[config.mk]
export PLATFORM = sky130hd
export DESIGN_NAME = cdp_scale
export DESIGN_NICKNAME = d
export VERILOG_FILES = /design/src/cdp_pkg.sv /design/src/cdp_scale.sv
export SDC_FILE = /design/constraint.sdc
export NUM_CORES = 2
export LEC_CHECK = 0
export BUFFER_PORTS_ARGS = -buffer_cell sky130_fd_sc_hd__buf_2
export CAP_MARGIN = 10
export CELL_PAD_IN_SITES_DETAIL_PLACEMENT = 1
export CELL_PAD_IN_SITES_GLOBAL_PLACEMENT = 2
export CORE_ASPECT_RATIO = 1.5
export CORE_MARGIN = 4
export CORE_UTILIZATION = 25
export CTS_CLUSTER_DIAMETER = 60
export CTS_CLUSTER_SIZE = 10
export DETAILED_ROUTE_END_ITERATION = 16
export GPL_TIMING_DRIVEN = 0
export PLACE_DENSITY_LB_ADDON = 0.1
export SYNTH_ARGS = -nofsm -noshare
export SYNTH_HDL_FRONTEND = slang
export SYNTH_SLANG_ARGS = --single-unit
export TNS_END_PERCENT = 20
[constraint.sdc]
create_clock -name i_clk -period 9.93 [get_ports i_clk]
set_input_delay 1.4895 -clock i_clk [delete_from_list [all_inputs] [get_ports i_clk]]
set_output_delay 1.4895 -clock i_clk [all_outputs]
set_load 0.005 [all_outputs]
[src/cdp_pkg.sv]
package cdp_pkg;

    localparam int CB_ENTRIES    = 8;
    localparam int CB_IDX_W      = 3;
    localparam int FIELD_LANES   = 4;
    localparam int DEFAULT_LANES = 4;

    localparam int QUERY_W = 16;
    localparam int CENT_W  = 16;
    localparam int PLANE_W = 4;
    localparam int PROD_W  = QUERY_W + CENT_W;
    localparam int ACC_W   = 40;
    localparam int SUM_W   = ACC_W + 3;
    localparam int NORM_W  = 32;
    localparam int HALF_W  = NORM_W / 2;
    localparam int PART_W  = ACC_W + HALF_W;
    localparam int FULL_W  = ACC_W + NORM_W;
    localparam int FRAC_SH = 29;
    localparam int MAG_W   = FULL_W - FRAC_SH;
    localparam int SCORE_W = 48;

    localparam int APB_ADDR_W = 5;
    localparam int APB_DATA_W = 32;

    localparam int IN_DATA_W  = 112;
    localparam int OUT_DATA_W = 48;

    localparam logic signed [SUM_W-1:0] ACC_MAX = SUM_W'(((64'sd1) <<< (ACC_W - 1)) - 64'sd1);
    localparam logic signed [SUM_W-1:0] ACC_MIN = -ACC_MAX - SUM_W'(1);

    typedef logic signed [CENT_W-1:0] t_codebook [CB_ENTRIES];

    // finished accumulation handed from the merge stage to the scaling unit
    typedef struct packed {
        logic                    valid;
        logic signed [ACC_W-1:0] acc;
        logic                    clip;
        logic [NORM_W-1:0]       norm;
    } t_final;

    typedef enum logic [2:0] {
        SC_IDLE,
        SC_HIGH,
        SC_LOW,
        SC_SUM,
        SC_PACK
    } t_scale_state;

endpackage

[src/cdp_scale.sv]
module cdp_scale (
    input  logic                                 i_clk,
    input  logic                                 i_rst_n,
    input  cdp_pkg::t_final                      i_final,
    input  logic                                 i_tready,
    output logic                                 o_tvalid,
    output logic signed [cdp_pkg::SCORE_W-1:0]   o_score,
    output logic                                 o_saturated,
    output logic                                 o_done
);

    cdp_pkg::t_scale_state              r_state;
    cdp_pkg::t_scale_state              n_state;

    logic [cdp_pkg::ACC_W-1:0]          r_mag;
    logic                               r_neg;
    logic                               r_clip;
    logic [cdp_pkg::NORM_W-1:0]         r_norm;
    logic [cdp_pkg::PART_W-1:0]         r_phi;
    logic [cdp_pkg::PART_W-1:0]         r_plo;
    logic [cdp_pkg::MAG_W-1:0]          r_q;
    logic                               r_out_valid;
    logic signed [cdp_pkg::SCORE_W-1:0] r_score;
    logic                               r_sat;

    logic [cdp_pkg::PART_W-1:0]         n_phi;
    logic [cdp_pkg::PART_W-1:0]         n_plo;
    logic [cdp_pkg::FULL_W-1:0]         total;
    logic [cdp_pkg::SCORE_W-1:0]        q_ext;
    logic                               load_out;

    assign n_phi = r_mag * r_norm[cdp_pkg::NORM_W-1:cdp_pkg::HALF_W];
    assign n_plo = r_mag * r_norm[cdp_pkg::HALF_W-1:0];
    // rounding constant is half an lsb of the Q16.16 result
    assign total = {r_phi, cdp_pkg::HALF_W'(0)} + cdp_pkg::FULL_W'(r_plo)
                 + (cdp_pkg::FULL_W'(1) << (cdp_pkg::FRAC_SH - 1));
    assign q_ext = cdp_pkg::SCORE_W'(r_q);

    always_comb begin
        n_state  = r_state;
        load_out = 1'b0;
        unique case (r_state)
            cdp_pkg::SC_IDLE: begin
                if (i_final.valid) begin
                    n_state = cdp_pkg::SC_HIGH;
                end
            end
            cdp_pkg::SC_HIGH: n_state = cdp_pkg::SC_LOW;
            cdp_pkg::SC_LOW:  n_state = cdp_pkg::SC_SUM;
            cdp_pkg::SC_SUM:  n_state = cdp_pkg::SC_PACK;
            cdp_pkg::SC_PACK: begin
                if (!r_out_valid || i_tready) begin
                    load_out = 1'b1;
                    n_state  = cdp_pkg::SC_IDLE;
                end
            end
            default: n_state = cdp_pkg::SC_IDLE;
        endcase
    end

    always_ff @(posedge i_clk) begin
        if (!i_rst_n) begin
            r_state     <= cdp_pkg::SC_IDLE;
            r_out_valid <= 1'b0;
        end else begin
            r_state <= n_state;
            if (load_out) begin
                r_out_valid <= 1'b1;
            end else if (i_tready) begin
                r_out_valid <= 1'b0;
            end
        end
    end

    always_ff @(posedge i_clk) begin
        if (r_state == cdp_pkg::SC_IDLE && i_final.valid) begin
            r_neg  <= i_final.acc[cdp_pkg::ACC_W-1];
            r_mag  <= i_final.acc[cdp_pkg::ACC_W-1] ? cdp_pkg::ACC_W'(-i_final.acc)
                                                   : cdp_pkg::ACC_W'(i_final.acc);
            r_clip <= i_final.clip;
            r_norm <= i_final.norm;
        end
        if (r_state == cdp_pkg::SC_HIGH) begin
            r_phi <= n_phi;
        end
        if (r_state == cdp_pkg::SC_LOW) begin
            r_plo <= n_plo;
        end
        if (r_state == cdp_pkg::SC_SUM) begin
            r_q <= total[cdp_pkg::FULL_W-1:cdp_pkg::FRAC_SH];
        end
        // magnitude stays below 2^43, so the score itself never clips
        if (load_out) begin
            if (r_norm == '0) begin
                r_score <= '0;
                r_sat   <= 1'b0;
            end else begin
                r_score <= r_neg ? -q_ext : q_ext;
                r_sat   <= r_clip;
            end
        end
    end

    assign o_tvalid    = r_out_valid;
    assign o_score     = r_score;
    assign o_saturated = r_sat;
    assign o_done      = load_out;

endmodule

### Word level (Yosys, flattened, before mapping)

Index checks and enable logic that the tools add are counted.

| cells by class | value |
|---|---|
| add/subtract/negate cells | 4 |
| multiplexer cells | 9 |
| reductions and logical operators | 8 |
| bitwise gates (word level) | 1 |
| $mul | 2 |
| eq/ne operators | 6 |

Operators with widths:

| kind | count |
|---|---|
| $mul 40x16->56 | 2 |
| $add 72x29->72 const B | 1 |
| $add 72x56->72 | 1 |
| $neg 43->48 | 1 |
| $mux 43 | 1 |
| $neg 40->40 | 1 |
| $mux 39 | 1 |
| $logic_not 32->1 | 1 |
| $pmux 3 s5 | 1 |
| $eq 3x2->1 const B | 2 |
| $mux 3 | 2 |
| $mux 1 | 4 |
| $ne 2x2->1 const B | 2 |
| $eq 3x1->1 const B | 1 |
| $eq 3x3->1 const B | 1 |
| $logic_not 3->1 | 1 |
| $reduce_and 2->1 | 1 |
| $reduce_bool 2->1 | 1 |
| $reduce_or 2->1 | 1 |
| $logic_and 1x1->1 | 1 |
| $logic_not 1->1 | 1 |
| $logic_or 1x1->1 | 1 |
| $not 1->1 | 1 |

| storage, ports and cells | value |
|---|---|
| input port bits | 77 |
| register bits after elaboration | 282 |

### Logic depth before layout (Yosys ltp)

| depth | value |
|---|---|
| word-level depth | 5 |
| gate-level depth with buffers | 26 |

### Worst setup path after synthesis

No wires, ideal clock.

| timing | value |
|---|---|
| path kind | input to register |
| start point | input i_final[73] (netlist name) |
| end point | register r_clip (enable) |
| path slack | 0.242 ns |
| setup time | 0.714 ns |
| data arrival time | 8.974 ns |
| stages | 1 |
| buffers on the path | 0 |
| path through | nor4b_1 |

| on the way | value |
|---|---|
| word-level cells in the longest chain between the ends | 1 |

RTL lines:

| what | RTL line | RTL |
|---|---|---|
| from (decl) | cdp_scale.sv:4 | `input cdp_pkg::t_final i_final,` |
| $logic_and 1x1->1 | cdp_scale.sv:76 | `if (r_state == cdp_pkg::SC_IDLE && i_final.valid) begin` |
| to (signal assigned) | cdp_scale.sv:80 | `r_clip <= i_final.clip;` |
| to (decl) | cdp_scale.sv:17 | `logic r_clip;` |

Every way passes these cells.
A chain may end at the register's enable or synchronous reset.

### Final worst setup path

| timing | value |
|---|---|
| start point | register r_norm[1] (netlist name) |
| end point | register r_plo[55] (netlist name), data pin |

| on the way | value |
|---|---|
| word-level cells in the longest chain between the ends | 1 |

RTL lines:

| what | RTL line | RTL |
|---|---|---|
| from (decl) | cdp_scale.sv:18 | `logic [cdp_pkg::NORM_W-1:0] r_norm;` |
| from (signal assigned) | cdp_scale.sv:81 | `r_norm <= i_final.norm;` |
| $mul 40x16->56 | cdp_scale.sv:33 | `assign n_plo = r_mag * r_norm[cdp_pkg::HALF_W-1:0];` |
| named net n_plo (one bit) | cdp_scale.sv:27 | `logic [cdp_pkg::PART_W-1:0] n_plo;` |
| to (signal assigned) | cdp_scale.sv:87 | `r_plo <= n_plo;` |
| to (decl) | cdp_scale.sv:20 | `logic [cdp_pkg::PART_W-1:0] r_plo;` |

The timed path passes the listed nets, and every way through them passes these cells.

==> impl_metrics.json <==
{
  "num-fill-cells": 23800,
  "drc": 0,
  "yosys.area.top_type_share_pct": 41.0,
  "dp_slack_ns": 0.193,
  "drtIter0Drc": 1670,
  "criticalPathCategory": "register to register",
  "num_vias": 38300,
  "register_area_mm2": 0.00795,
  "synth_edf_count": 262,
  "synth_cell_types": 65,
  "fin_skew_ns": 0.0142,
  "fmax_mhz": 106,
  "synthTopCellsByArea": "fa_1 41%, edfxtp_1 15%, inv_1 8.8%, ha_1 8.1%, nand2_1 7.0%",
  "syn_area_per_cell_um2": 9.34,
  "root_buffer": "clkbuf_16",
  "yosys_most_used_dff": "edfxtp_1",
  "grt_pass1_vias": 44200,
  "synth_nets": 6997,
  "setup_tns_ns": 0,
  "syn_area_mm2": 0.0517,
  "areaGrowthSynthToFinish_pct": 11.2,
  "multi_input_area_mm2": 0.0381,
  "crit_required_ns": 10.28,
  "rows": 204,
  "tightest_slew_ns": 1.32,
  "cts_tree": "built",
  "die_w_um": 379,
  "port-buffer-count": 127,
  "cts.path.max_buffers": 3,
  "max-cap-violations": 0,
  "cts_setup_buffers": 0,
  "coreArea_mm2": 0.206,
  "antenna_found_initial": 23,
  "crit_path_start_kind": "register",
  "setup_ws_ns": 0.514,
  "rsz0062_at_grt": "no",
  "ant_nets": 0,
  "setup_viol": 0,
  "worst_hold_path_type": "register to register",
  "synth_seq_cells": 266,
  "die_area_mm2": 0.214,
  "post_drt_wl_per_cell_um": 26.6,
  "maxSlewHeadroom_pct": 11.9,
  "dr.pass1.iters": 5,
  "final_util_pct": 27.9,
  "drive_above_1_share_pct": 4.55,
  "fin_crit_sh_pct": 94.8,
  "yosysTopAreaCell": "fa_1",
  "synth_warnings": 0,
  "status": "finished, final reports clean",
  "placed_area_mm2": 0.0562,
  "grt_pass1_wl_um": 322000,
  "end_kind": "register",
  "routed_via_density": 4.53,
  "period_minus_slack_ns": 9.42,
  "htreeDepth": 2,
  "grt_max_degree": 42,
  "drt-total-wl_um": 225000,
  "grt_use_total_pct": 21.3,
  "cts_made_buffers": 39,
  "ctsResizeCount": 0,
  "initial_utilization_pct": 25.1,
  "hold_buffers": 0,
  "critPathMaxFanout": 10,
  "timing_hold_violations_final": 0,
  "clock_latency_ns": 0.62,
  "die_h_um": 565,
  "numClockSinks": 266,
  "path_clk_slew_ns": 0.05,
  "synth_cells": 5528,
  "seq_area_frac_synth_pct": 15.4,
  "drv_slew": 0,
  "final_cell_mix": "1212 x inv_1, 1059 x fa_1, 959 x nand2_1, 411 x and2_1, 333 x ha_1",
  "overflow": 0,
  "layout_commonest_cell": "inv_1",
  "nets": 7203,
  "place_congestion": 0.859,
  "dpl.hpwl_um": 195000,
  "crit_arrival_ns": 9.77,
  "num_io_pins": 128,
  "synth-async-reset-ratio_pct": 0,
  "stdcell_area_mm2": 0.0574
}
-- cell usage after synthesis (4+ instances only) --
library cell	instances
a2111oi_0	6
a211o_1	6
a211oi_1	13
a21boi_0	5
a21o_1	62
a21oi_1	116
a31oi_1	13
a41oi_1	4
and2_1	411
and3_1	9
buf_1	6
clkbuf_1	285
dfxtp_1	4
edfxtp_1	262
fa_1	1059
ha_1	333
inv_1	1212
nand2_1	959
nand2b_1	15
nand3_1	26
nand4_1	34
nand4b_1	4
nor2_1	128
nor2b_1	24
nor3_1	37
nor3b_1	10
nor4_1	17
o211ai_1	5
o21a_1	19
o21ai_0	99
o21bai_1	13
o31ai_1	28
o41ai_1	15
or2_2	8
or3_1	20
or4_1	11
xnor2_1	124
xor2_1	79
-- stage by stage --
stage / cells / hold WS (ns)
detailed placement: 8371 / 0.531
global placement: 8333 / 0.510
global route: 8433 / 0.575
finish: 8447 / 0.536
floorplan: 5528 / 0.474
CTS: 8432 / 0.544
-- per-layer routing --
layer | GRT usage, % | routed length (um) | vias up
li1 | - | - | 17100
met1 | 25.0 | 89000 | 20400
met2 | 41.0 | 122000 | 599
met3 | 1.90 | 6670 | 184
met4 | 5.24 | 6550 | 12
met5 | 0 | 85 | -
-- worst paths after layout --
path         slack, ns  cells after the start       from     endpoint
max               0.51                     25  r_norm[1]    r_plo[55]
min               0.54                      1     r_clip  o_saturated
max reg2reg       0.51                     25  r_norm[1]    r_plo[55]
min reg2reg       0.54                      1     r_clip  o_saturated
-- worst max-delay path: stages (launching register included) --
cell      delay [ns]
edfxtp_1        0.71
clkbuf_1        0.84
clkbuf_1        0.58
nand2_1         0.17
fa_1            0.57
inv_1           0.06
fa_1            0.53
inv_1           0.07
fa_1            0.50
inv_1           0.05
fa_1            0.48
fa_1            0.52
inv_1           0.05
fa_1            0.48
inv_1           0.04
ha_1            0.56
a21oi_1         0.12
o21ai_0         0.65
a41oi_1         0.24
nor2_1          0.23
o31ai_2         0.09
buf_6           0.18
o311ai_0        0.73
a21oi_1         0.26
o21ai_0         0.26
xnor2_1         0.13
-- state kept, by name (all words and copies together) (netlist names) --
signal       cells
o_saturated      1
o_score         48
o_tvalid         1
r_clip           1
r_mag           40
r_neg            1
r_norm          32
r_phi           56
r_plo           40
r_q             43
r_state          3
-- kinds of logic after synthesis --
logic type | Yosys count | synth area share [%]
simple gates | 1727 | 15.7
fa+ha+maj | 1392 | 49.1
flops | 266 | 15.4
buf+inv | 1505 | 10.9
mux | 2 | 0.0388
xor+xnor | 203 | 3.44
compound gates | 433 | 5.41
-- area by class of cell --
| type | count | area share (%) |
|---|---|---|
| clock inverter | 20 | 0.394 |
| timing repair buffer | 165 | 1.90 |
| inverter | 1212 | 7.92 |
| clock buffer | 41 | 1.71 |
| antenna | 15 | 0.0654 |
| sequential | 266 | 13.8 |
| multi-input combinational | 3757 | 66.4 |
| tap | 2678 | 5.83 |
| buffer | 293 | 1.93 |
Power is not shown: default switching activity piles up to over one toggle a cycle in this logic, so the estimate is an artifact.
