==> config.mk <==
export PLATFORM = sky130hd
export DESIGN_NAME = cdp_lane
export DESIGN_NICKNAME = d
export VERILOG_FILES = /design/src/cdp_pkg.sv /design/src/cdp_lane.sv
export SDC_FILE = /design/constraint.sdc
export NUM_CORES = 1
export LEC_CHECK = 0
export ABC_AREA = 1
export BUFFER_PORTS_ARGS = -buffer_cell sky130_fd_sc_hd__buf_2
export CAP_MARGIN = 40
export CORE_MARGIN = 4
export CORE_UTILIZATION = 55
export DETAILED_ROUTE_END_ITERATION = 8
export GPL_TIMING_DRIVEN = 0
export PLACE_DENSITY_LB_ADDON = 0.2
export SYNTH_ARGS = -nofsm -noshare
export SYNTH_HDL_FRONTEND = slang
export SYNTH_SLANG_ARGS = --single-unit
==> constraint.sdc <==
create_clock -name i_clk -period 6.3 [get_ports i_clk]
set_input_delay 1.26 -clock i_clk [delete_from_list [all_inputs] [get_ports i_clk]]
set_output_delay 1.26 -clock i_clk [all_outputs]
set_load 0.01 [all_outputs]
==> src/cdp_pkg.sv <==
package cdp_pkg;

    localparam int CB_ENTRIES    = 8;
    localparam int CB_IDX_W      = 3;
    localparam int FIELD_LANES   = 4;
    localparam int DEFAULT_LANES = 4;

    localparam int QUERY_W = 16;
    localparam int CENT_W  = 16;
    localparam int PLANE_W = 4;
    localparam int PROD_W  = QUERY_W + CENT_W;
    localparam int ACC_W   = 40;
    localparam int SUM_W   = ACC_W + 3;
    localparam int NORM_W  = 32;
    localparam int HALF_W  = NORM_W / 2;
    localparam int PART_W  = ACC_W + HALF_W;
    localparam int FULL_W  = ACC_W + NORM_W;
    localparam int FRAC_SH = 29;
    localparam int MAG_W   = FULL_W - FRAC_SH;
    localparam int SCORE_W = 48;

    localparam int APB_ADDR_W = 5;
    localparam int APB_DATA_W = 32;

    localparam int IN_DATA_W  = 112;
    localparam int OUT_DATA_W = 48;

    localparam logic signed [SUM_W-1:0] ACC_MAX = SUM_W'(((64'sd1) <<< (ACC_W - 1)) - 64'sd1);
    localparam logic signed [SUM_W-1:0] ACC_MIN = -ACC_MAX - SUM_W'(1);

    typedef logic signed [CENT_W-1:0] t_codebook [CB_ENTRIES];

    // finished accumulation handed from the merge stage to the scaling unit
    typedef struct packed {
        logic                    valid;
        logic signed [ACC_W-1:0] acc;
        logic                    clip;
        logic [NORM_W-1:0]       norm;
    } t_final;

    typedef enum logic [2:0] {
        SC_IDLE,
        SC_HIGH,
        SC_LOW,
        SC_SUM,
        SC_PACK
    } t_scale_state;

endpackage

==> src/cdp_lane.sv <==
module cdp_lane (
    input  logic                                 i_clk,
    input  logic                                 i_en,
    input  logic signed [cdp_pkg::QUERY_W-1:0]   i_query,
    input  logic                                 i_bit_low,
    input  logic                                 i_bit_mid,
    input  logic                                 i_bit_high,
    input  cdp_pkg::t_codebook                   i_codebook,
    output logic signed [cdp_pkg::PROD_W-1:0]    o_product
);

    logic [cdp_pkg::CB_IDX_W-1:0]       index;
    logic signed [cdp_pkg::CENT_W-1:0]  centroid;
    logic signed [cdp_pkg::PROD_W-1:0]  r_product;

    assign index    = {i_bit_high, i_bit_mid, i_bit_low};
    assign centroid = i_codebook[index];

    // Q2.14 times Q1.15 gives Q3.29
    always_ff @(posedge i_clk) begin
        if (i_en) begin
            r_product <= i_query * centroid;
        end
    end

    assign o_product = r_product;

endmodule

* After elaboration in Yosys (flattened, before gate mapping)
Index checks and enable logic that the tools add are counted. Widths: inputs -> output; s select.
Storage, ports and cells: output and inout port bits 32, word-level logic and storage cells 7, flip-flop bits (word level) 32
Cells by class: magnitude comparators 1, multipliers 1, bitwise operators 1, multiplexer cells 3
Operator list (count):
- $bmux 16 s3 | 1
- $mul 16x16->32 | 1
- $mux 16 | 2
- $ge 4x4->1 const B | 1
- $not 3->4 | 1

* Logic depth before layout (Yosys ltp)
Gate-level depths: netlist (run 1).
depth after elaboration 5, depth in mapped cells 32, depth with buffers taken out 29

* Least setup slack after synthesis (run 1)
Ideal clock, no wire load.
path type input-to-reg, start input i_bit_high, end register r_product (netlist bit o_product[31]), data pin, stages on the path 24, arrival 6.589 ns, required time 6.048 ns, setup time 0.252 ns, path slack -0.541 ns, cells stage by stage buf_2 > inv_1 > buf_2 > o221ai_1 > nand2_2 > nor2_2 > fa_1 > fa_1 > inv_1 > fa_1 > fa_1 > fa_1 > fa_1 > inv_1 > ha_1 > nand2_1 > nor2_1 > nand3_1 > nor3_1 > nand2_1 > inv_1 > nor2_1 > nand2_1 > nand2_1
Between the ends: word-level cells in the longest chain between the ends 5
Ends and longest elaborated chain:
- start, declared | RTL line cdp_lane.sv:7 | input logic i_bit_high,
- $not 3->4 (not written as such) | RTL line cdp_lane.sv:17 | assign centroid = i_codebook[index];
- $bmux 16 s3 | RTL line cdp_lane.sv:17
- $mux 16 (not written as such) (2 in a row) | RTL line cdp_lane.sv:17
- $mul 16x16->32 | RTL line cdp_lane.sv:22 | r_product <= i_query * centroid;
- end signal, assigned | RTL line cdp_lane.sv:22
- end, declared | RTL line cdp_lane.sv:14 | logic signed [cdp_pkg::PROD_W-1:0] r_product;
No other way between the ends. The select of a mux whose other input is x is not followed. A chain may end at the register's enable or synchronous reset.

* Worst setup path after layout (run 1)
start input i_bit_low, end register r_product (netlist bit o_product[23]), data pin
Between the ends: word-level cells in the longest chain between the ends 5
Ends and longest elaborated chain:
- start, declared | RTL line cdp_lane.sv:5 | input logic i_bit_low,
- $not 3->4 (not written as such) | RTL line cdp_lane.sv:17
- $bmux 16 s3 | RTL line cdp_lane.sv:17
- $mux 16 (not written as such) (2 in a row) | RTL line cdp_lane.sv:17
- $mul 16x16->32 | RTL line cdp_lane.sv:22
No other way between the ends. The select of a mux whose other input is x is not followed.

==> results of run 1 <==
[worst min-delay path by stage]
stage | endpoint | cells past startpoint
5_1_grt | o_product[0]$_DFFE_PP_ | 3
4_1_cts | o_product[0]$_DFFE_PP_ | 3
3_5_place_dp | o_product[7] | 1
3_3_place_gp | o_product[11] | 1
2_1_floorplan | o_product[0]$_DFFE_PP_ | 0
6_report | o_product[0]$_DFFE_PP_ | 3
[repair_timing]
item / CTS / global route
setup buffers: 64 / 35
pin swaps: 87 / 141
gates cloned: 7 / 10
setup endpoints to repair: 22 / 23
gates resized for setup: 160 / 276
[critical path, cell delays in order]
cell and delay, ns:
buf_16 0.14, clkinv_16 0.09, buf_16 0.13, o21ai_0 0.26, o221ai_1 0.18, nand2_2 0.17
buf_8 0.19, nor2_2 0.06, fa_1 0.62, fa_1 0.46, fa_1 0.52, fa_1 0.53
fa_1 0.56, inv_1 0.05, fa_1 0.49, inv_2 0.05, ha_4 0.30, nand2_4 0.08
inv_4 0.08, nand2_8 0.08, nor2_4 0.14, nand4_1 0.15, nand3b_1 0.16, xor2_1 0.08
[logic make-up (layout without fill, tap and decap cells)]
kind of cell / after synthesis / in the layout
AND/OR/NAND/NOR: 616 / 616
buffers and inverters: 442 / 733
adder cells (fa/ha/maj): 344 / 344
AO/OA/AOI/OAI: 133 / 133
flip-flops: 32 / 32
XOR/XNOR: 18 / 18
[layer usage]
metal,GRT usage,vias up
li1,-,5319
met1,0.413,5901
met2,0.537,645
met3,0.0738,155
met4,0.105,0
met5,0,-
[layout make-up]
type                    count  area (sq um)
multi-input cells        1111         11200
repair buffers            284          2050
clock buffers               5           125
plain buffers              48           548
clock inverters             2          7.51
repair inverters            1          20.0
flip-flops and latches     32           961
well taps                 285           357
fillers                  1581          5680
inverters                 393          1580
[cell usage after synthesis]
cell      count  area [sq um]
a21o_1        1          7.51
a21oi_1      23           115
buf_1         8          30.0
buf_2         9          45.0
buf_4         4          30.0
buf_6        20           225
clkbuf_1      8          30.0
clkinv_1      3          11.3
edfxtp_1     32           961
fa_1        262          5250
ha_1         82          1030
inv_1       379          1420
inv_2        10          37.5
inv_8         1          11.3
nand2_1     264           991
nand2_2      43           269
nand3_1      37           185
nand3b_1      2          15.0
nand4_1      12          75.1
nor2_1      227           852
nor2_2       21           131
nor3_1       10          50.1
o211ai_1      2          15.0
o21ai_0      57           285
o21ai_1      13          65.1
o21bai_1      7          52.6
o221ai_1     28           245
o22ai_1       2          12.5
xnor2_1       1          8.76
xor2_1       17           149
[per-stage QoR]
stage,utilization,hold WS [ns]
floorplan,-,1.37
detailed placement,0.632,1.67
global placement,0.632,1.67
finish,0.748,1.51
global route,0.748,1.53
CTS,0.688,1.50
==> impl_metrics.toml, run 1 <==
[clocking]
cts_buffer_depth = 2
cts_buffers = 5
cts_tree = "built"
postCtsHoldBufs = 0
cts_max_level = 2
clk_pin_slew_worst_paths_ns = 0.05
clock-root-buffer = "clkbuf_16"
cts_sinks = 32

[detailed_routing]
drc = 0
wl_met2_um = 20700
viasPerCell = 5.56
wl_met3_um = 3430
ant_nets = 0
wl_met1_um = 15800
drt-pass1-iter-count = 8
vias = 12000
wl_um = 42000
avgRoutedWirePerCell_um = 19.4
dr.max_layer_used = "met4"
drt_iter0_markers = 956

[logic_synthesis]
ys_warn_count = 0
syn_inst = 1585
synth_top_family_by_area = "adder cells"
netlist_area_sq_um = 12600
synth_area_per_cell_sq_um = 7.95
muxShareOfSynthArea = 0
synth_seq_cells = 32
synth_compound_gate_area_share = 0.0634
ys_types = 30
yosys.area_share.simple = 0.204
synth_nets = 2078
synth_xor_area_frac = 0.0125
synth-adder-area-share = 0.498
ys_seq_area_frac = 0.0763

[placement]
gp_congestion = 0.942
io_buffers = 170
place_inst = 2040
detailed_place.area_sq_um = 14300
pre_cts_slack_ns = -1.10
hpwlAfterDp_um = 32100

[floorplan]
initial_core_util = 0.558
row_count = 55
io_pins = 181
die_w_um = 159
die_y_um = 159
dieArea_sq_um = 25400
core_area_sq_um = 22600

[timing]
hold_viol = 0
fin_ws_ns = -0.545
relSlewSlack = 0.460
final.setup.tns_ns = -7.57
fin_crit_ns = 6.84
tightest_slew_ns = 0.810
slew_violations = 0
max_freq_mhz = 146
rsz0062_at_grt = "yes"
min_period_over_period = 1.09
setup_viol = 19

[cells_and_area]
largest_reg_flops = 32
mostFrequentLayoutCells = "316 x inv_1, 239 x fa_1, 210 x nand2_1, 178 x nor2_1, 171 x buf_2"
stdcell_area_sq_um = 16900
synthToLayoutAreaGrowth_pct = 34.1
layout_commonest_cell = "inv_1"
drive_gt1_frac = 0.374
num_antenna_cells = 0
finalNetCount = 2369
instances_no_fill = 2161

[run]
maxCapViolations = 0

[setup_path]
crit_end = "o_product[23]$_DFFE_PP_"
worstPathMaxFanout = 10
critPathLaunch = "i_bit_low"
cp.required_ns = 6.34
critPathKind = "in2reg"
endpoint_kind = "flip-flop"
cp.arrival_ns = 6.88
startpoint_type = "input port"

[global_route]
grt_usage = 0.320
grt_overflow = 0
grt_max_degree = 33
grt_pass1_vias = 12300
antenna_found_initial = 0
grt_pass1_wl_um = 64400

[outcome]
violations = "setup timing"
status = "finished, violations left"

[min_path]
min_from = "i_query[0]"
hp-class = "in2reg"
Power of run 1 is not shown: default switching activity piles up to over one toggle a cycle in this logic, so the estimate is an artifact.
==> run 2, diff against run 1 <==
--- a/config.mk
+++ b/config.mk
@@ -13,6 +13,7 @@
 export DETAILED_ROUTE_END_ITERATION = 8
 export GPL_TIMING_DRIVEN = 0
 export PLACE_DENSITY_LB_ADDON = 0.2
+export RECOVER_POWER = 100
 export SYNTH_ARGS = -nofsm -noshare
 export SYNTH_HDL_FRONTEND = slang
 export SYNTH_SLANG_ARGS = --single-unit
==> run 2 against run 1 <==
The run ends with capacitance limit, slew limit, setup timing left. Via count decreased by 0.32%. Sequential cell count unchanged. Sequential share of layout area about the same. Hold slack improved by 0.0092 ns. Die area unchanged. Clock-buffer cell count unchanged. Non-clock buffer count unchanged. Fmax increased by 0.30%.
==> impl_metrics.toml, run 2 (synthesis results as in run 1) <==
[outcome]
status = "finished, violations left"
violations = "capacitance limit, slew limit, setup timing"

[clocking]
cts_max_level = 2
cts_tree = "built"
cts_sinks = 32
cts_buffers = 5
cts_buffer_depth = 2
postCtsHoldBufs = 0
clk_pin_slew_worst_paths_ns = 0.05
clock-root-buffer = "clkbuf_16"

[timing]
setup_viol = 20
rsz0062_at_grt = "yes"
fin_ws_ns = -0.525
hold_viol = 0
tightest_slew_ns = 1.68
min_period_over_period = 1.08
relSlewSlack = -0.119
max_freq_mhz = 147
slew_violations = 33
fin_crit_ns = 6.82
final.setup.tns_ns = -7.38

[setup_path]
crit_path_cell_trace = "buf_16, clkinv_16, buf_16, o21ai_0, o221ai_1, nand2_2, buf_8, nor2_2, fa_1, fa_1, fa_1, fa_1, fa_1, inv_1, fa_1, inv_2, ha_4, nand2_4, nor2_4, inv_4, nor3_4, nand3_2, nand4_1, nand2_1"
worst_path_most_repeated_cell = "fa_1"
worstPathMaxFanout = 10
startpoint_type = "input port"
cp_slowest_cell = "fa_1"
cp.arrival_ns = 6.86
cpPeakStageDelay_ns = 0.61
critPathKind = "in2reg"
cp.required_ns = 6.34
endpoint_kind = "flip-flop"

[cells_and_area]
drive_gt1_frac = 0.355
synthToLayoutAreaGrowth_pct = 33.7
mostFrequentLayoutCells = "317 x inv_1, 239 x fa_1, 210 x nand2_1, 178 x nor2_1, 137 x buf_2"
layout_commonest_cell = "inv_1"
finalNetCount = 2369
num_antenna_cells = 0
largest_reg_flops = 32

[floorplan]
die_w_um = 159
io_pins = 181
die_y_um = 159
row_count = 55
dieArea_sq_um = 25400
initial_core_util = 0.558
core_area_sq_um = 22600

[global_route]
grt_usage = 0.320
antenna_found_initial = 0
grt_overflow = 0
grt_pass1_wl_um = 64400
grt_pass1_vias = 12300
grt_max_degree = 33

[placement]
io_buffers = 170
hpwlAfterDp_um = 32100
gp_congestion = 0.942

[detailed_routing]
viasPerCell = 5.54
drc = 0
wl_um = 41900
ant_nets = 0
drt-pass1-iter-count = 7
drt_iter0_markers = 926
avgRoutedWirePerCell_um = 19.4
vias = 12000

[run]
maxCapViolations = 1

[min_path]
hp-class = "in2reg"
## run 2: layer usage
metal | track usage | wire (um)
met1 | 0.413 | 15800
met2 | 0.537 | 20700
met3 | 0.0738 | 3400
met4 | 0.105 | 1990
met5 | 0 | 0
## run 2: critical path, delay by kind of cell
family / cells / cell delay [ns]
compound gates: 2 / 0.43
buf+inv: 7 / 0.72
fa+ha+maj: 7 / 3.48
simple gates: 8 / 0.94
## run 2: path summary, 6_finish.rpt
check | startpoint | end | slack, ns | cells past startpoint
hold / removal | i_query[0] | o_product[0]$_DFFE_PP_ | 1.52 | 3
setup / recovery | i_bit_low | o_product[25]$_DFFE_PP_ | -0.52 | 24
## run 2: area by class of cell
type	count	area, sq um
multi-input combinational	1111	11200
fill	1598	5720
timing repair buffer	284	2000
inverter	393	1580
sequential	32	961
buffer	48	547
tap	285	357
clock buffer	5	125
timing repair inverter	1	20.0
clock inverter	2	7.51
## run 2: timing repair
item | 4_1_cts | 5_1_grt
pin swaps | 87 | 141
buffers inserted | 64 | 35
gates resized for setup | 160 | 276
gates cloned | 7 | 10
setup endpoints to repair | 22 | 23
## run 2: per-stage QoR
step | utilization | hold slack (ns) | worst slack [ns] | instance area, sq um | cells
detailed placement | 0.632 | 1.67 | -1.10 | 14300 | 2040
global route | 0.746 | 1.53 | -0.734 | 16800 | 2161
global placement | 0.632 | 1.67 | -1.08 | 14300 | 2040
CTS | 0.688 | 1.50 | -0.400 | 15500 | 2117
finish | 0.746 | 1.52 | -0.525 | 16800 | 2161
floorplan | - | 1.37 | -0.303 | 13100 | 1585
Power of run 2 is left out for the same reason.
