--- src/cdp_pkg.sv ---
package cdp_pkg;

    localparam int CB_ENTRIES    = 8;
    localparam int CB_IDX_W      = 3;
    localparam int FIELD_LANES   = 4;
    localparam int DEFAULT_LANES = 4;

    localparam int QUERY_W = 16;
    localparam int CENT_W  = 16;
    localparam int PLANE_W = 4;
    localparam int PROD_W  = QUERY_W + CENT_W;
    localparam int ACC_W   = 40;
    localparam int SUM_W   = ACC_W + 3;
    localparam int NORM_W  = 32;
    localparam int HALF_W  = NORM_W / 2;
    localparam int PART_W  = ACC_W + HALF_W;
    localparam int FULL_W  = ACC_W + NORM_W;
    localparam int FRAC_SH = 29;
    localparam int MAG_W   = FULL_W - FRAC_SH;
    localparam int SCORE_W = 48;

    localparam int APB_ADDR_W = 5;
    localparam int APB_DATA_W = 32;

    localparam int IN_DATA_W  = 112;
    localparam int OUT_DATA_W = 48;

    localparam logic signed [SUM_W-1:0] ACC_MAX = SUM_W'(((64'sd1) <<< (ACC_W - 1)) - 64'sd1);
    localparam logic signed [SUM_W-1:0] ACC_MIN = -ACC_MAX - SUM_W'(1);

    typedef logic signed [CENT_W-1:0] t_codebook [CB_ENTRIES];

    // finished accumulation handed from the merge stage to the scaling unit
    typedef struct packed {
        logic                    valid;
        logic signed [ACC_W-1:0] acc;
        logic                    clip;
        logic [NORM_W-1:0]       norm;
    } t_final;

    typedef enum logic [2:0] {
        SC_IDLE,
        SC_HIGH,
        SC_LOW,
        SC_SUM,
        SC_PACK
    } t_scale_state;

endpackage

--- src/cdp_merge.sv ---
module cdp_merge #(
    parameter int NUM_LANES = cdp_pkg::DEFAULT_LANES
) (
    input  logic                                i_clk,
    input  logic                                i_rst_n,
    input  logic                                i_valid,
    input  logic                                i_last,
    input  logic [cdp_pkg::NORM_W-1:0]          i_norm,
    input  logic signed [cdp_pkg::PROD_W-1:0]   i_products [NUM_LANES],
    output cdp_pkg::t_final                     o_final
);

    logic signed [cdp_pkg::ACC_W-1:0]  r_acc;
    logic                              r_clip;
    logic                              r_fin_valid;
    logic signed [cdp_pkg::ACC_W-1:0]  r_fin_acc;
    logic                              r_fin_clip;
    logic [cdp_pkg::NORM_W-1:0]        r_fin_norm;

    logic signed [cdp_pkg::SUM_W-1:0]  sum;
    logic signed [cdp_pkg::ACC_W-1:0]  n_acc;
    logic                              overflow;

    always_comb begin
        sum = cdp_pkg::SUM_W'(r_acc);
        for (int k = 0; k < NUM_LANES; k++) begin
            sum = sum + cdp_pkg::SUM_W'(i_products[k]);
        end
        overflow = 1'b1;
        if (sum > cdp_pkg::ACC_MAX) begin
            n_acc = cdp_pkg::ACC_W'(cdp_pkg::ACC_MAX);
        end else if (sum < cdp_pkg::ACC_MIN) begin
            n_acc = cdp_pkg::ACC_W'(cdp_pkg::ACC_MIN);
        end else begin
            n_acc    = sum[cdp_pkg::ACC_W-1:0];
            overflow = 1'b0;
        end
    end

    always_ff @(posedge i_clk) begin
        if (!i_rst_n) begin
            r_acc       <= '0;
            r_clip      <= 1'b0;
            r_fin_valid <= 1'b0;
        end else begin
            r_fin_valid <= i_valid && i_last;
            if (i_valid) begin
                if (i_last) begin
                    r_acc  <= '0;
                    r_clip <= 1'b0;
                end else begin
                    r_acc  <= n_acc;
                    r_clip <= r_clip || overflow;
                end
            end
        end
    end

    always_ff @(posedge i_clk) begin
        if (i_valid && i_last) begin
            r_fin_acc  <= n_acc;
            r_fin_clip <= r_clip || overflow;
            r_fin_norm <= i_norm;
        end
    end

    assign o_final = '{valid: r_fin_valid, acc: r_fin_acc, clip: r_fin_clip, norm: r_fin_norm};

endmodule

--- config.mk ---
export PLATFORM = sky130hd
export DESIGN_NAME = cdp_merge
export DESIGN_NICKNAME = d
export VERILOG_FILES = /design/src/cdp_pkg.sv /design/src/cdp_merge.sv
export SDC_FILE = /design/constraint.sdc
export NUM_CORES = 1
export LEC_CHECK = 0
export BUFFER_PORTS_ARGS = -buffer_cell sky130_fd_sc_hd__buf_2
export CORE_MARGIN = 2
export CORE_UTILIZATION = 55
export DETAILED_ROUTE_END_ITERATION = 8
export HOLD_SLACK_MARGIN = 0.1
export PLACE_DENSITY = 0.86
export SYNTH_ARGS = -nofsm -noshare
export SYNTH_HDL_FRONTEND = slang
export SYNTH_SLANG_ARGS = --single-unit
--- constraint.sdc ---
create_clock -name i_clk -period 5.55 [get_ports i_clk]
set_input_delay 0.555 -clock i_clk [delete_from_list [all_inputs] [get_ports i_clk]]
set_output_delay 0.555 -clock i_clk [all_outputs]
set_load 0.05 [all_outputs]
Word level (Yosys, flattened, before mapping)
Cells that the tools add are included.

Add/subtract/negate cells: 4. $lt $le $gt $ge: 2. Mux-type cells: 6. Reductions and logical operators: 2.

Operators by type and width (number): 40-bit 2-to-1 mux (3); 42-bit by 32-bit adder with 43-bit output (1); 43-bit by 32-bit adder with 43-bit output (1); 43-bit by 40-bit > comparator with 1-bit output (second input constant) (1); 43-bit by 40-bit less-than comparator with 1-bit output (second input constant) (1); 41-bit by 32-bit adder with 42-bit output (1); 40-bit by 32-bit adder with 41-bit output (1); 1-bit 2-to-1 mux (3); 1-bit logical AND (1); 1-bit logical OR (1).

Register bits: 115. Bits of input ports: 164. Word-level logic and storage cells: 20.

Depth between registers and ports, before layout
Gate-level depths: netlist of run 1.

Word-level depth: 9. Mapped depth: 21.

Least setup slack after synthesis of run 1
Ideal clock, no wire load.

Path type: input -> register. From: input i_products[19] (netlist bit). To: register r_fin_acc[10] (netlist bit), data pin. Setup time: 0.270 ns. Arrival: 4.505 ns. Setup slack: 0.775 ns. Stages on the path: 20. Cells stage by stage: inv_1 > fa_1 > inv_1 > fa_1 > inv_1 > fa_1 > inv_1 > ha_1 > buf_6 > nand4_2 > o221ai_2 > a221oi_2 > nand2_2 > o2111ai_1 > a221o_1 > o211ai_2 > nand2_1 > buf_2 > clkbuf_1 > o21ai_0.

Cells in the longest elaborated chain, start to end: 4.

RTL lines: start: declaration (RTL line cdp_merge.sv:9) `input logic signed [cdp_pkg::PROD_W-1:0] i_products [NUM_LANES],`; 43-bit by 32-bit adder with 43-bit output (*) (RTL line cdp_merge.sv:27) `sum = sum + cdp_pkg::SUM_W'(i_products[k]);`; 43-bit by 40-bit less-than comparator with 1-bit output (RTL line cdp_merge.sv:32) `end else if (sum < cdp_pkg::ACC_MIN) begin`; 40-bit 2-to-1 mux (RTL line cdp_merge.sv:32); 40-bit 2-to-1 mux (*) (RTL line cdp_merge.sv:30) `if (sum > cdp_pkg::ACC_MAX) begin`; via n_acc, one bit (RTL line cdp_merge.sv:21) `logic signed [cdp_pkg::ACC_W-1:0] n_acc;`; end signal: assignment (RTL line cdp_merge.sv:61) `r_fin_acc <= n_acc;`; end: declaration (RTL line cdp_merge.sv:16) `logic signed [cdp_pkg::ACC_W-1:0] r_fin_acc;`.

Mark *: on every way through the listed nets, which the timed path passes. The rest lies on a longest branch. A chain may end at the register's enable or synchronous reset.

Final worst setup path of run 1
From: input i_products[9] (netlist bit). To: register r_acc[3] (netlist bit).

Cells in the longest elaborated chain, start to end: 5.

RTL lines: 43-bit by 32-bit adder with 43-bit output (*) (RTL line cdp_merge.sv:27); 43-bit by 40-bit less-than comparator with 1-bit output (RTL line cdp_merge.sv:32); 40-bit 2-to-1 mux (RTL line cdp_merge.sv:32); 40-bit 2-to-1 mux (*) (RTL line cdp_merge.sv:30); 40-bit 2-to-1 mux (*) (RTL line cdp_merge.sv:48) `if (i_last) begin`; end signal: assignment (RTL line cdp_merge.sv:52) `r_acc <= n_acc;`; end: declaration (RTL line cdp_merge.sv:13) `logic signed [cdp_pkg::ACC_W-1:0] r_acc;`.

Every way passes the cells marked *; elsewhere a longest branch is shown, timed or not.

==> results of run 1 <==
sequential cells by signal, indices dropped and copies added, names as in the netlist:
| name | flops |
|---|---|
| r_acc | 40 |
| r_fin_acc | 40 |
| r_fin_clip | 1 |
| r_fin_valid | 1 |
| r_fin_norm | 32 |
| r_clip | 1 |
routing by layer:
layer / wire length [um] / share of wire [%]
met4: 637 / 2.7
met1: 9170 / 39
met5: 0 / 0
met2: 12200 / 52
met3: 1620 / 6.9
cells in the final DEF, fill, tap and decap left out, types with 7 or more instances in the layout:
cell / netlist / routed
and3_1: 7 / 7
nand2_1: 74 / 73
ha_1: 42 / 42
buf_4: 2 / 10
a21oi_1: 40 / 40
buf_2: 6 / 237
o221ai_2: 31 / 31
fa_1: 104 / 104
dfxtp_1: 42 / 42
edfxtp_1: 73 / 73
a21o_1: 18 / 18
xnor2_1: 19 / 19
xor2_1: 17 / 17
a31oi_1: 7 / 7
clkbuf_16: 0 / 17
inv_1: 323 / 323
o21ai_0: 64 / 64
nor2_1: 29 / 29
nand3_1: 8 / 8
critical path, cell delays in order:
cell and delay, ns:
buf_2 0.07, inv_1 0.04, fa_1 0.53, inv_1 0.05
fa_1 0.52, inv_1 0.07, fa_1 0.54, inv_1 0.06
ha_1 0.39, and3_1 0.25, o2111ai_1 0.20, a21oi_1 0.45
o2111ai_1 0.27, a221oi_4 0.37, a31oi_4 0.16, or2_2 0.36
buf_12 0.19, o221ai_1 0.20
path summary, 6_finish.rpt:
| check | startpoint | end | slack (ns) | cells past startpoint |
|---|---|---|---|---|
| worst max register to register | r_acc[19] | r_acc[3] | 1.54 | 14 |
| worst min register to register | r_acc[22] | r_acc[22] | 0.47 | 2 |
| worst max-delay path | i_products[9] | r_acc[3] | 0.57 | 18 |
| worst min-delay path | i_norm[27] | r_fin_norm[27] | 0.31 | 1 |
stage by stage:
stage               setup slack, ns  hold slack (ns)  util (%)  cells  cell area [um2]
floorplan                     0.775            0.433         -   1025             9790
global placement              0.254            0.442      64.6   1468            11200
detailed placement            0.182            0.448      64.6   1468            11200
CTS                           0.606            0.302      68.1   1500            11800
global route                  0.362            0.295      68.1   1501            11800
finish                        0.571            0.309      68.1   1501            11800
final cells by class:
type                    count  share of cell area (%)
multi-input cells         555                    45.3
flip-flops and latches    115                    25.6
repair buffers            250                    11.2
inverters                 323                    10.3
clock buffers              18                    3.71
well taps                 225                    2.38
clock inverters            14                    1.50
diodes                      1                  0.0212
cells by family (layout without fill, tap and decap cells):
group                    count (synthesis)  count (layout)
buffers and inverters                  355             605
other                                    0               1
AND/OR/NAND/NOR                        151             151
flip-flops                             115             115
adder cells (fa/ha/maj)                146             146
AO/OA/AOI/OAI                          222             222
XOR/XNOR                                36              36
==> metrics.md, run 1 <==
| Metric | Value |
|---|---|
| Outcome | `finished, final reports clean` |
| Final worst path period need | `4.98 ns` |
| Synthesized net count | `1335` |
| Vias in the first global route | `8010` |
| CTS clk-pin slew, worst paths | `about 0.06 ns` |
| #FFs+latches synth | `115` |
| Synth Instances | `between 1k and 1.5k` |
| GRT Util Overall | `25.9%` |
| Adder-cell share of the synthesized area | `a little over a quarter` |
| XOR/XNOR Fraction of Synth Area | `3.22%` |
| Vias per std cell | `5.24` |
| Area share of the largest cell type after synthesis | `22.4%` |
| Top cells by count, synth | `inv_1, fa_1, nand2_1, edfxtp_1, o21ai_0` |
| Largest family of logic cells by synthesized area | `adder cells` |
| Most numerous cell in the Yosys netlist | `inv_1` |
| Routed WL | `23600 um` |
| Largest net degree at the start of global routing | `75` |
| Synth Cell Area | `between 9000 and 10000 um2` |
| Seq/Total Area, Yosys | `31.0%` |
| Num Clock Sinks | `115` |
| Root Buffer | `clkbuf_16` |
| Clock latency at the later pin of the worst-skew pair | `0.42 ns` |
| Max Buffers Root-to-Sink | `2` |
| Met3 usage | `5.00%` |
| Cell accounting for the most synthesized area | `edfxtp_1` |
| Setup Fix Bufs, Post-CTS | `0` |
| Worst path required time | `5.88 ns` |
| Initial Utilization | `56.4%` |
| Initial antenna violation count | `1` |
| Crit path DAT | `roughly 5.3 ns` |
| Gp weighted congestion | `0.913` |
| Crit share post-route | `89.7%` |
| Crit. End Element | `register` |
| Max Cap Viol | `0` |
| Hold Fails Final Rpt | `0` |
| M1 GR Usage | `about 30%` |
| Post-synth EDFFs | `73` |
| TritonCTS clock tree | `yes` |
| CTS Buf Count | `17` |
| Cell Rows | `48` |
| Grt ovf | `0` |
| Die Y | `approximately 140 um` |
| First-pass GRT wire length | `38100 um` |
| Via count | `7871` |
| Syn avg cell area | `9.55 um2` |
| Kind of critical path | `input pin to register` |
| Hpwl dp | `18700 um` |
| RSZ-0062 raised after global routing | `no` |
| Worst Setup Start Kind | `input pin` |
| Fmax | `0.201 GHz` |
| Most area-consuming cells after synthesis | `edfxtp_1, fa_1, inv_1, dfxtp_1, ha_1` |
| Post-synthesis compound-gate area fraction | `17.6%` |
| Share of layout cells above drive strength 1 | `26.1%` |
| Max Slew Vio Count | `0` |
| CTS resizes | `0` |
| Top Usage Layer GRT | `met2` |
| Synthesis-to-layout area growth | `20.8%` |
| Synth unique cells | `66` |
| Max FO, Critical Path | `24` |
| Least-Margin Pin Slew | `1.00 ns` |
| # IOs | `238` |
| Max H-tree Level | `4` |
| Yosys warnings | `0` |
| Final worst clock skew | `0.0118 ns` |
| DRT Pass-1 Iters | `5` |
| Rel. slew slack | `around 33%` |
| Core area | `17400 um2` |
| Multi-input logic area | `5360 um2` |
| Hold Crit Class | `input pin to register` |
| Die area | `18900 um2` |
| Filler cells | `around 1.4k` |
| Simple-Gate Fraction of Synth Area | `under 10%` |
| Die boundary width | `137 um` |
| Final ANT Viol Nets | `0` |
| Register area | `about 3000 um2` |
| Hold_buf cts | `0` |
| Wirelength per Cell | `15.7 um` |
| TNS Setup | `0 ns` |
| Initial DRC Count | `approximately 470` |
| IO buf count | `237` |
| Met2 Use GR | `46.4%` |
| Async set or reset register ratio after synthesis | `0%` |
| Nets | `1572` |
| Final Setup Violations | `0` |
| Residual DRC | `0` |
| Ys flop type | `edfxtp_1` |
| Portion of netlist area occupied by mux cells | `0%` |
Power of run 1 is left out: the tool's default activity adds up to more than one toggle a clock period on the data nets, which glitch-free logic cannot reach.
==> run 2: changes to the inputs <==
--- a/config.mk
+++ b/config.mk
@@ -7,10 +7,10 @@
 export LEC_CHECK = 0
 export BUFFER_PORTS_ARGS = -buffer_cell sky130_fd_sc_hd__buf_2
 export CORE_MARGIN = 2
-export CORE_UTILIZATION = 55
+export CORE_UTILIZATION = 50
 export DETAILED_ROUTE_END_ITERATION = 8
 export HOLD_SLACK_MARGIN = 0.1
-export PLACE_DENSITY = 0.86
+export PLACE_DENSITY = 0.8
 export SYNTH_ARGS = -nofsm -noshare
 export SYNTH_HDL_FRONTEND = slang
 export SYNTH_SLANG_ARGS = --single-unit
==> metrics.md, run 2 (synthesized netlist as in run 1, its figures left out) <==
| Metric | Value |
|---|---|
| Clock network power share | `a little over an eighth` |
| Initial DRC Count | `518 (was 471)` |
| Root Buffer | `clkbuf_16 (unchanged)` |
| Crit. End Element | `register (unchanged)` |
| Worst path required time | `5.83 ns (was 5.88 ns)` |
| Final Setup Violations | `0 (unchanged)` |
| CP max-delay cell | `fa_1 (unchanged)` |
| TNS Setup | `0 ns (unchanged)` |
| Max H-tree Level | `4 (unchanged)` |
| Least-Margin Pin Slew | `0.989 ns (was 1.00 ns)` |
| Hold Fails Final Rpt | `0 (unchanged)` |
| Vias in the first global route | `7823 (was 8010)` |
| Clock latency at the later pin of the worst-skew pair | `0.42 ns (about the same)` |
| Max rail drop VDD | `0.491 mV` |
| RSZ-0062 raised after global routing | `no (unchanged)` |
| DRT Pass-1 Iters | `7 (was 5)` |
| Comb power frac | `between 60 and 70%` |
| First-pass GRT wire length | `36600 um (was 38100 um)` |
| GRT Util Overall | `22.5% (was 25.9%)` |
| Share of layout cells above drive strength 1 | `25.9% (was 26.1%)` |
| Final worst clock skew | `0.00818 ns (was 0.0118 ns)` |
| Leakage dissipation | `5.95 nW` |
| CP Cell Sequence | `buf_2 > inv_1 > fa_1 > fa_1 > inv_1 > fa_1 > ha_1 > inv_1 > fa_1 > nand2b_1 > a21oi_1 > nor2_1 > a21oi_1 > o2111ai_1 > nand3_1 > o21ai_1 > a31oi_4 > or2_2 > buf_12 > o221ai_1 (was buf_2 > inv_1 > fa_1 > inv_1 > fa_1 > inv_1 > fa_1 > inv_1 > ha_1 > and3_1 > o2111ai_1 > a21oi_1 > o2111ai_1 > a221oi_4 > a31oi_4 > or2_2 > buf_12 > o221ai_1)` |
| TritonCTS clock tree | `yes (unchanged)` |
| Outcome | `finished, final reports clean (unchanged)` |
| Biggest regs | `r_acc (40), r_fin_acc (40), r_fin_norm (32) (unchanged)` |
| Most frequent cells in the layout | `inv_1, buf_2, fa_1 (unchanged)` |
| Worst Setup Start Kind | `input pin (unchanged)` |
| Gp weighted congestion | `0.889 (was 0.913)` |
| Num Clock Sinks | `115 (unchanged)` |
| Sequential power share | `between 10% and 20%` |
| CTS Buf Count | `17 (unchanged)` |
| Crit share post-route | `89.7% (about the same)` |
| N_diodes | `0 (was 1)` |
| Max Buffers Root-to-Sink | `2 (unchanged)` |
| Net Sw Frac | `roughly half` |
| Hold_ws | `0.306 ns (was 0.309 ns)` |
| Cell Rows | `51 (was 48)` |
| CTS resizes | `0 (unchanged)` |
| IO buf count | `237 (unchanged)` |
| Nets | `1569 (was 1572)` |
| Max FO, Critical Path | `25 (was 24)` |
| Commonest non-fill, non-tap cell in the layout | `inv_1 (unchanged)` |
| Routed WL | `22400 um (was 23600 um)` |
| Rel. slew slack | `34.1% (was 33.3%)` |
| Kind of critical path | `input pin to register (unchanged)` |
| Most frequent CP cell | `fa_1 (was inv_1)` |
| Grt ovf | `0 (unchanged)` |
| Residual DRC | `0 (unchanged)` |
| Die area | `20700 um2 (was 18900 um2)` |
| Cell area power density | `718 nW/um2` |
| WP buf/inv | `5 (was 6)` |
| Fmax | `0.201 GHz (about the same)` |
| Hold_buf cts | `0 (unchanged)` |
| Wirelength per Cell | `14.6 um (was 15.7 um)` |
| Final worst path period need | `4.98 ns (about the same)` |
| Vias per std cell | `5.03 (was 5.24)` |
| CTS clk-pin slew, worst paths | `0.06 ns (about the same)` |
| Die boundary width | `144 um (was 137 um)` |
| Slowest Stage Delay on Critical Path | `0.52 ns (was 0.54 ns)` |
| Initial antenna violation count | `0 (was 1)` |
| Core area | `19300 um2 (was 17400 um2)` |
| Setup Fix Bufs, Post-CTS | `0 (unchanged)` |
| Internal power | `4.12 mW` |
| Synthesis-to-layout area growth | `21.2% (was 20.8%)` |
| Max Cap Viol | `0 (unchanged)` |
| Final ANT Viol Nets | `0 (unchanged)` |
| # IOs | `238 (unchanged)` |
| Initial Utilization | `50.6% (was 56.4%)` |
| Hpwl dp | `17700 um (was 18700 um)` |
| Largest delay contributor family on the critical path | `adder cells (unchanged)` |
| Max Slew Vio Count | `0 (unchanged)` |
| Die Y | `144 um (was 137 um)` |
| Crit path DAT | `5.26 ns (was 5.31 ns)` |
| Hold Crit Class | `input pin to register (unchanged)` |
| Switch Pwr | `between 4 and 5 mW` |
| Largest net degree at the start of global routing | `75 (unchanged)` |
| Via count | `7735 (was 7871)` |
[run 2: cell count changes in the layout (fill, tap and decap cells not counted)]
cell / delta
clkbuf_1: +1
clkinvlp_4: +1
diode_2: -1
clkinv_1: -1
buf_4: -3
bufinv_16: +1
inv_6: -1
clkbuf_8: -1
[run 2: layout make-up]
cell class                      instances  area [um2]
Inverter                              323        1210
Fill cell                            1590        7470
Multi-Input combinational cell        555        5360
Tap cell                              265         332
Sequential cell                       115        3030
Clock inverter                         14         203
Clock buffer                           18         429
Timing Repair Buffer                  247        1300
[run 2: worst paths after layout]
path              endpoint           from  depth (start not counted)  slack [ns]
max               r_acc[2]  i_products[1]                         20        0.57
min          r_fin_norm[4]      i_norm[4]                          1        0.31
max reg2reg      r_acc[16]      r_acc[19]                         14        1.54
min reg2reg       r_acc[4]       r_acc[4]                          2        0.47
[run 2: power groups by stage]
stage          clock (mW)  combinational (mW)  sequential (mW)
3_3_place_gp            0                5.73             1.50
6_report             1.17                5.85             1.49
4_1_cts              1.19                5.84             1.49
2_1_floorplan           0                3.78             2.09
5_1_grt              1.23                6.48             1.52
3_5_place_dp            0                5.78             1.50
[run 2: metal layers]
layer  part of all wire [%]  global-route usage [%]
met5                      0                       0
met4                    2.1                    7.43
met3                    6.4                    4.97
met2                     51                    40.7
met1                     41                    26.6
[run 2: stage by stage]
step           std cells  setup slack (ns)  area (um2)  total power, mW  utilization, %
3_5_place_dp        1505             0.157       11200             7.28            58.1
6_report            1537             0.569       11900             8.52            61.4
3_3_place_gp        1505             0.228       11200             7.23            58.1
2_1_floorplan       1025             0.775        9790             5.88               -
4_1_cts             1537             0.586       11900             8.52            61.4
5_1_grt             1537             0.325       11900             9.22            61.4
(Power assumes the default switching activity.)
==> run 3: changes to the inputs <==
--- a/config.mk
+++ b/config.mk
@@ -6,11 +6,13 @@
 export NUM_CORES = 1
 export LEC_CHECK = 0
 export BUFFER_PORTS_ARGS = -buffer_cell sky130_fd_sc_hd__buf_2
+export CELL_PAD_IN_SITES_DETAIL_PLACEMENT = 2
+export CELL_PAD_IN_SITES_GLOBAL_PLACEMENT = 2
 export CORE_MARGIN = 2
-export CORE_UTILIZATION = 50
+export CORE_UTILIZATION = 33
 export DETAILED_ROUTE_END_ITERATION = 8
 export HOLD_SLACK_MARGIN = 0.1
-export PLACE_DENSITY = 0.8
+export PLACE_DENSITY = 0.86
 export SYNTH_ARGS = -nofsm -noshare
 export SYNTH_HDL_FRONTEND = slang
 export SYNTH_SLANG_ARGS = --single-unit
==> metrics.md, run 3 (synthesized netlist as in run 1, its figures left out) <==
| Metric | Value |
|---|---|
| Vias in the first global route | `9501 (was 7823)` |
| Worst path required time | `5.90 ns (was 5.83 ns)` |
| Wirelength per Cell | `19.3 um (was 14.6 um)` |
| Die boundary width | `176 um (was 144 um)` |
| Core area | `29400 um2 (was 19300 um2)` |
| Max FO, Critical Path | `25 (unchanged)` |
| Clock latency at the later pin of the worst-skew pair | `0.44 ns (was 0.42 ns)` |
| CTS Buf Count | `17 (unchanged)` |
| Initial Utilization | `33.3% (was 50.6%)` |
| CTS clk-pin slew, worst paths | `0.06 ns (about the same)` |
| Initial DRC Count | `214 (was 518)` |
| Crit path DAT | `5.41 ns (was 5.26 ns)` |
| Filler cells | `3238 (was 1590)` |
| Layout Cells excl Fill | `1664 (was 1537)` |
| DRT Pass-1 Iters | `4 (was 7)` |
| TritonCTS clock tree | `yes (unchanged)` |
| Hold Crit Class | `input pin to register (unchanged)` |
| Largest net degree at the start of global routing | `75 (unchanged)` |
| Crit path launch | `i_products[19] (was i_products[1])` |
| Fmax | `0.197 GHz (was 0.201 GHz)` |
| First-pass GRT wire length | `51500 um (was 36600 um)` |
| Final worst path period need | `5.07 ns (was 4.98 ns)` |
| Crit share post-route | `91.3% (was 89.7%)` |
| Hpwl dp | `24800 um (was 17700 um)` |
| Die Y | `176 um (was 144 um)` |
| Min-delay src | `i_norm[19] (was i_norm[4])` |
| Register area | `3030 um2 (unchanged)` |
| Rel. slew slack | `26.7% (was 34.1%)` |
| Worst Setup Start Kind | `input pin (unchanged)` |
| Commonest non-fill, non-tap cell in the layout | `inv_1 (unchanged)` |
| Setup Fix Bufs, Post-CTS | `0 (unchanged)` |
| Max Slew Vio Count | `0 (unchanged)` |
| Grt ovf | `0 (unchanged)` |
| Synthesis-to-layout area growth | `22.4% (was 21.2%)` |
| Final Core Density | `40.7% (was 61.4%)` |
| GRT Util Overall | `21.4% (was 22.5%)` |
| Via count | `8058 (was 7735)` |
| Crit. End Element | `register (unchanged)` |
| Most frequent cells in the layout | `inv_1, buf_2, fa_1 (unchanged)` |
| Share of layout cells above drive strength 1 | `26.0% (was 25.9%)` |
| Kind of critical path | `input pin to register (unchanged)` |
| Biggest regs | `r_acc (40), r_fin_acc (40), r_fin_norm (32) (unchanged)` |
| Initial antenna violation count | `0 (unchanged)` |
| Hold Fails Final Rpt | `0 (unchanged)` |
| Nets | `1571 (was 1569)` |
| Vias per std cell | `4.84 (was 5.03)` |
| Multi-input logic area | `5360 um2 (about the same)` |
| Final worst clock skew | `0.0126 ns (was 0.00818 ns)` |
| Hold_ws | `0.289 ns (was 0.306 ns)` |
| RSZ-0062 raised after global routing | `no (unchanged)` |
| Max H-tree Level | `4 (unchanged)` |
| Reg-to-Reg Start | `r_acc[20] (was r_acc[19])` |
| Placed insts | `1632 (was 1505)` |
| Final ANT Viol Nets | `0 (unchanged)` |
| Max Cap Viol | `0 (unchanged)` |
| Final Setup Violations | `0 (unchanged)` |
| N_diodes | `0 (unchanged)` |
| Hold_buf cts | `0 (unchanged)` |
| Outcome | `finished, final reports clean (unchanged)` |
| Cell Rows | `63 (was 51)` |
| Residual DRC | `0 (unchanged)` |
| # IOs | `238 (unchanged)` |
| IO buf count | `237 (unchanged)` |
| TNS Setup | `0 ns (unchanged)` |
| CTS resizes | `0 (unchanged)` |
| Least-Margin Pin Slew | `1.10 ns (was 0.989 ns)` |
| Gp weighted congestion | `0.826 (was 0.889)` |
| Root Buffer | `clkbuf_16 (unchanged)` |
| Routed WL | `32200 um (was 22400 um)` |
| Max Buffers Root-to-Sink | `2 (unchanged)` |
| Num Clock Sinks | `115 (unchanged)` |
| Die area | `31100 um2 (was 20700 um2)` |
## run 3: cell types whose count changed in the layout (fill, tap and decap cells not counted), moves of 2 or more
cell / change
bufinv_16: -2
inv_6: -2
clkinv_2: +4
buf_4: +2
## run 3: routing by layer
metal / wire, um / global-route usage [%]
met5: 0 / 0
met4: 687 / 7.09
met3: 1340 / 3.19
met2: 17300 / 40.6
met1: 12800 / 24.4
## run 3: final timing paths
path                            slack (ns)              to  depth (start not counted)
worst min-delay path                  0.29  r_fin_norm[19]                          1
worst min register to register        0.48        r_acc[9]                          2
worst max register to register        1.45        r_acc[2]                         14
worst max-delay path                  0.48        r_acc[2]                         19
## run 3: per-stage QoR
| stage | worst slack [ns] | instance area (um2) |
|---|---|---|
| after floorplan | 0.775 | 9790 |
| after global placement | 0.277 | 11400 |
| after detailed placement | 0.142 | 11400 |
| after CTS | 0.480 | 12000 |
| after global routing | 0.225 | 12000 |
| final | 0.485 | 12000 |
## run 3: final cells by class
type | instances | share of cell area, %
Multi-Input combinational cell | 555 | 44.8
Sequential cell | 115 | 25.3
Timing Repair Buffer | 249 | 11.0
Inverter | 323 | 10.1
Tap cell | 390 | 4.07
Clock buffer | 19 | 3.61
Clock inverter | 13 | 1.15
## run 3: critical path: stages
cell and delay [ns]:
buf_2 0.07, inv_1 0.06, fa_1 0.55, inv_1 0.06
fa_1 0.49, inv_1 0.05, fa_1 0.50, inv_1 0.04
ha_1 0.46, nand4_2 0.21, nor3_2 0.23, nand2_1 0.08
a21oi_1 0.46, o2111ai_1 0.28, a221oi_4 0.38, a31oi_4 0.14
or2_2 0.36, buf_12 0.21, o221ai_1 0.21
Power of run 3 is left out for the same reason.
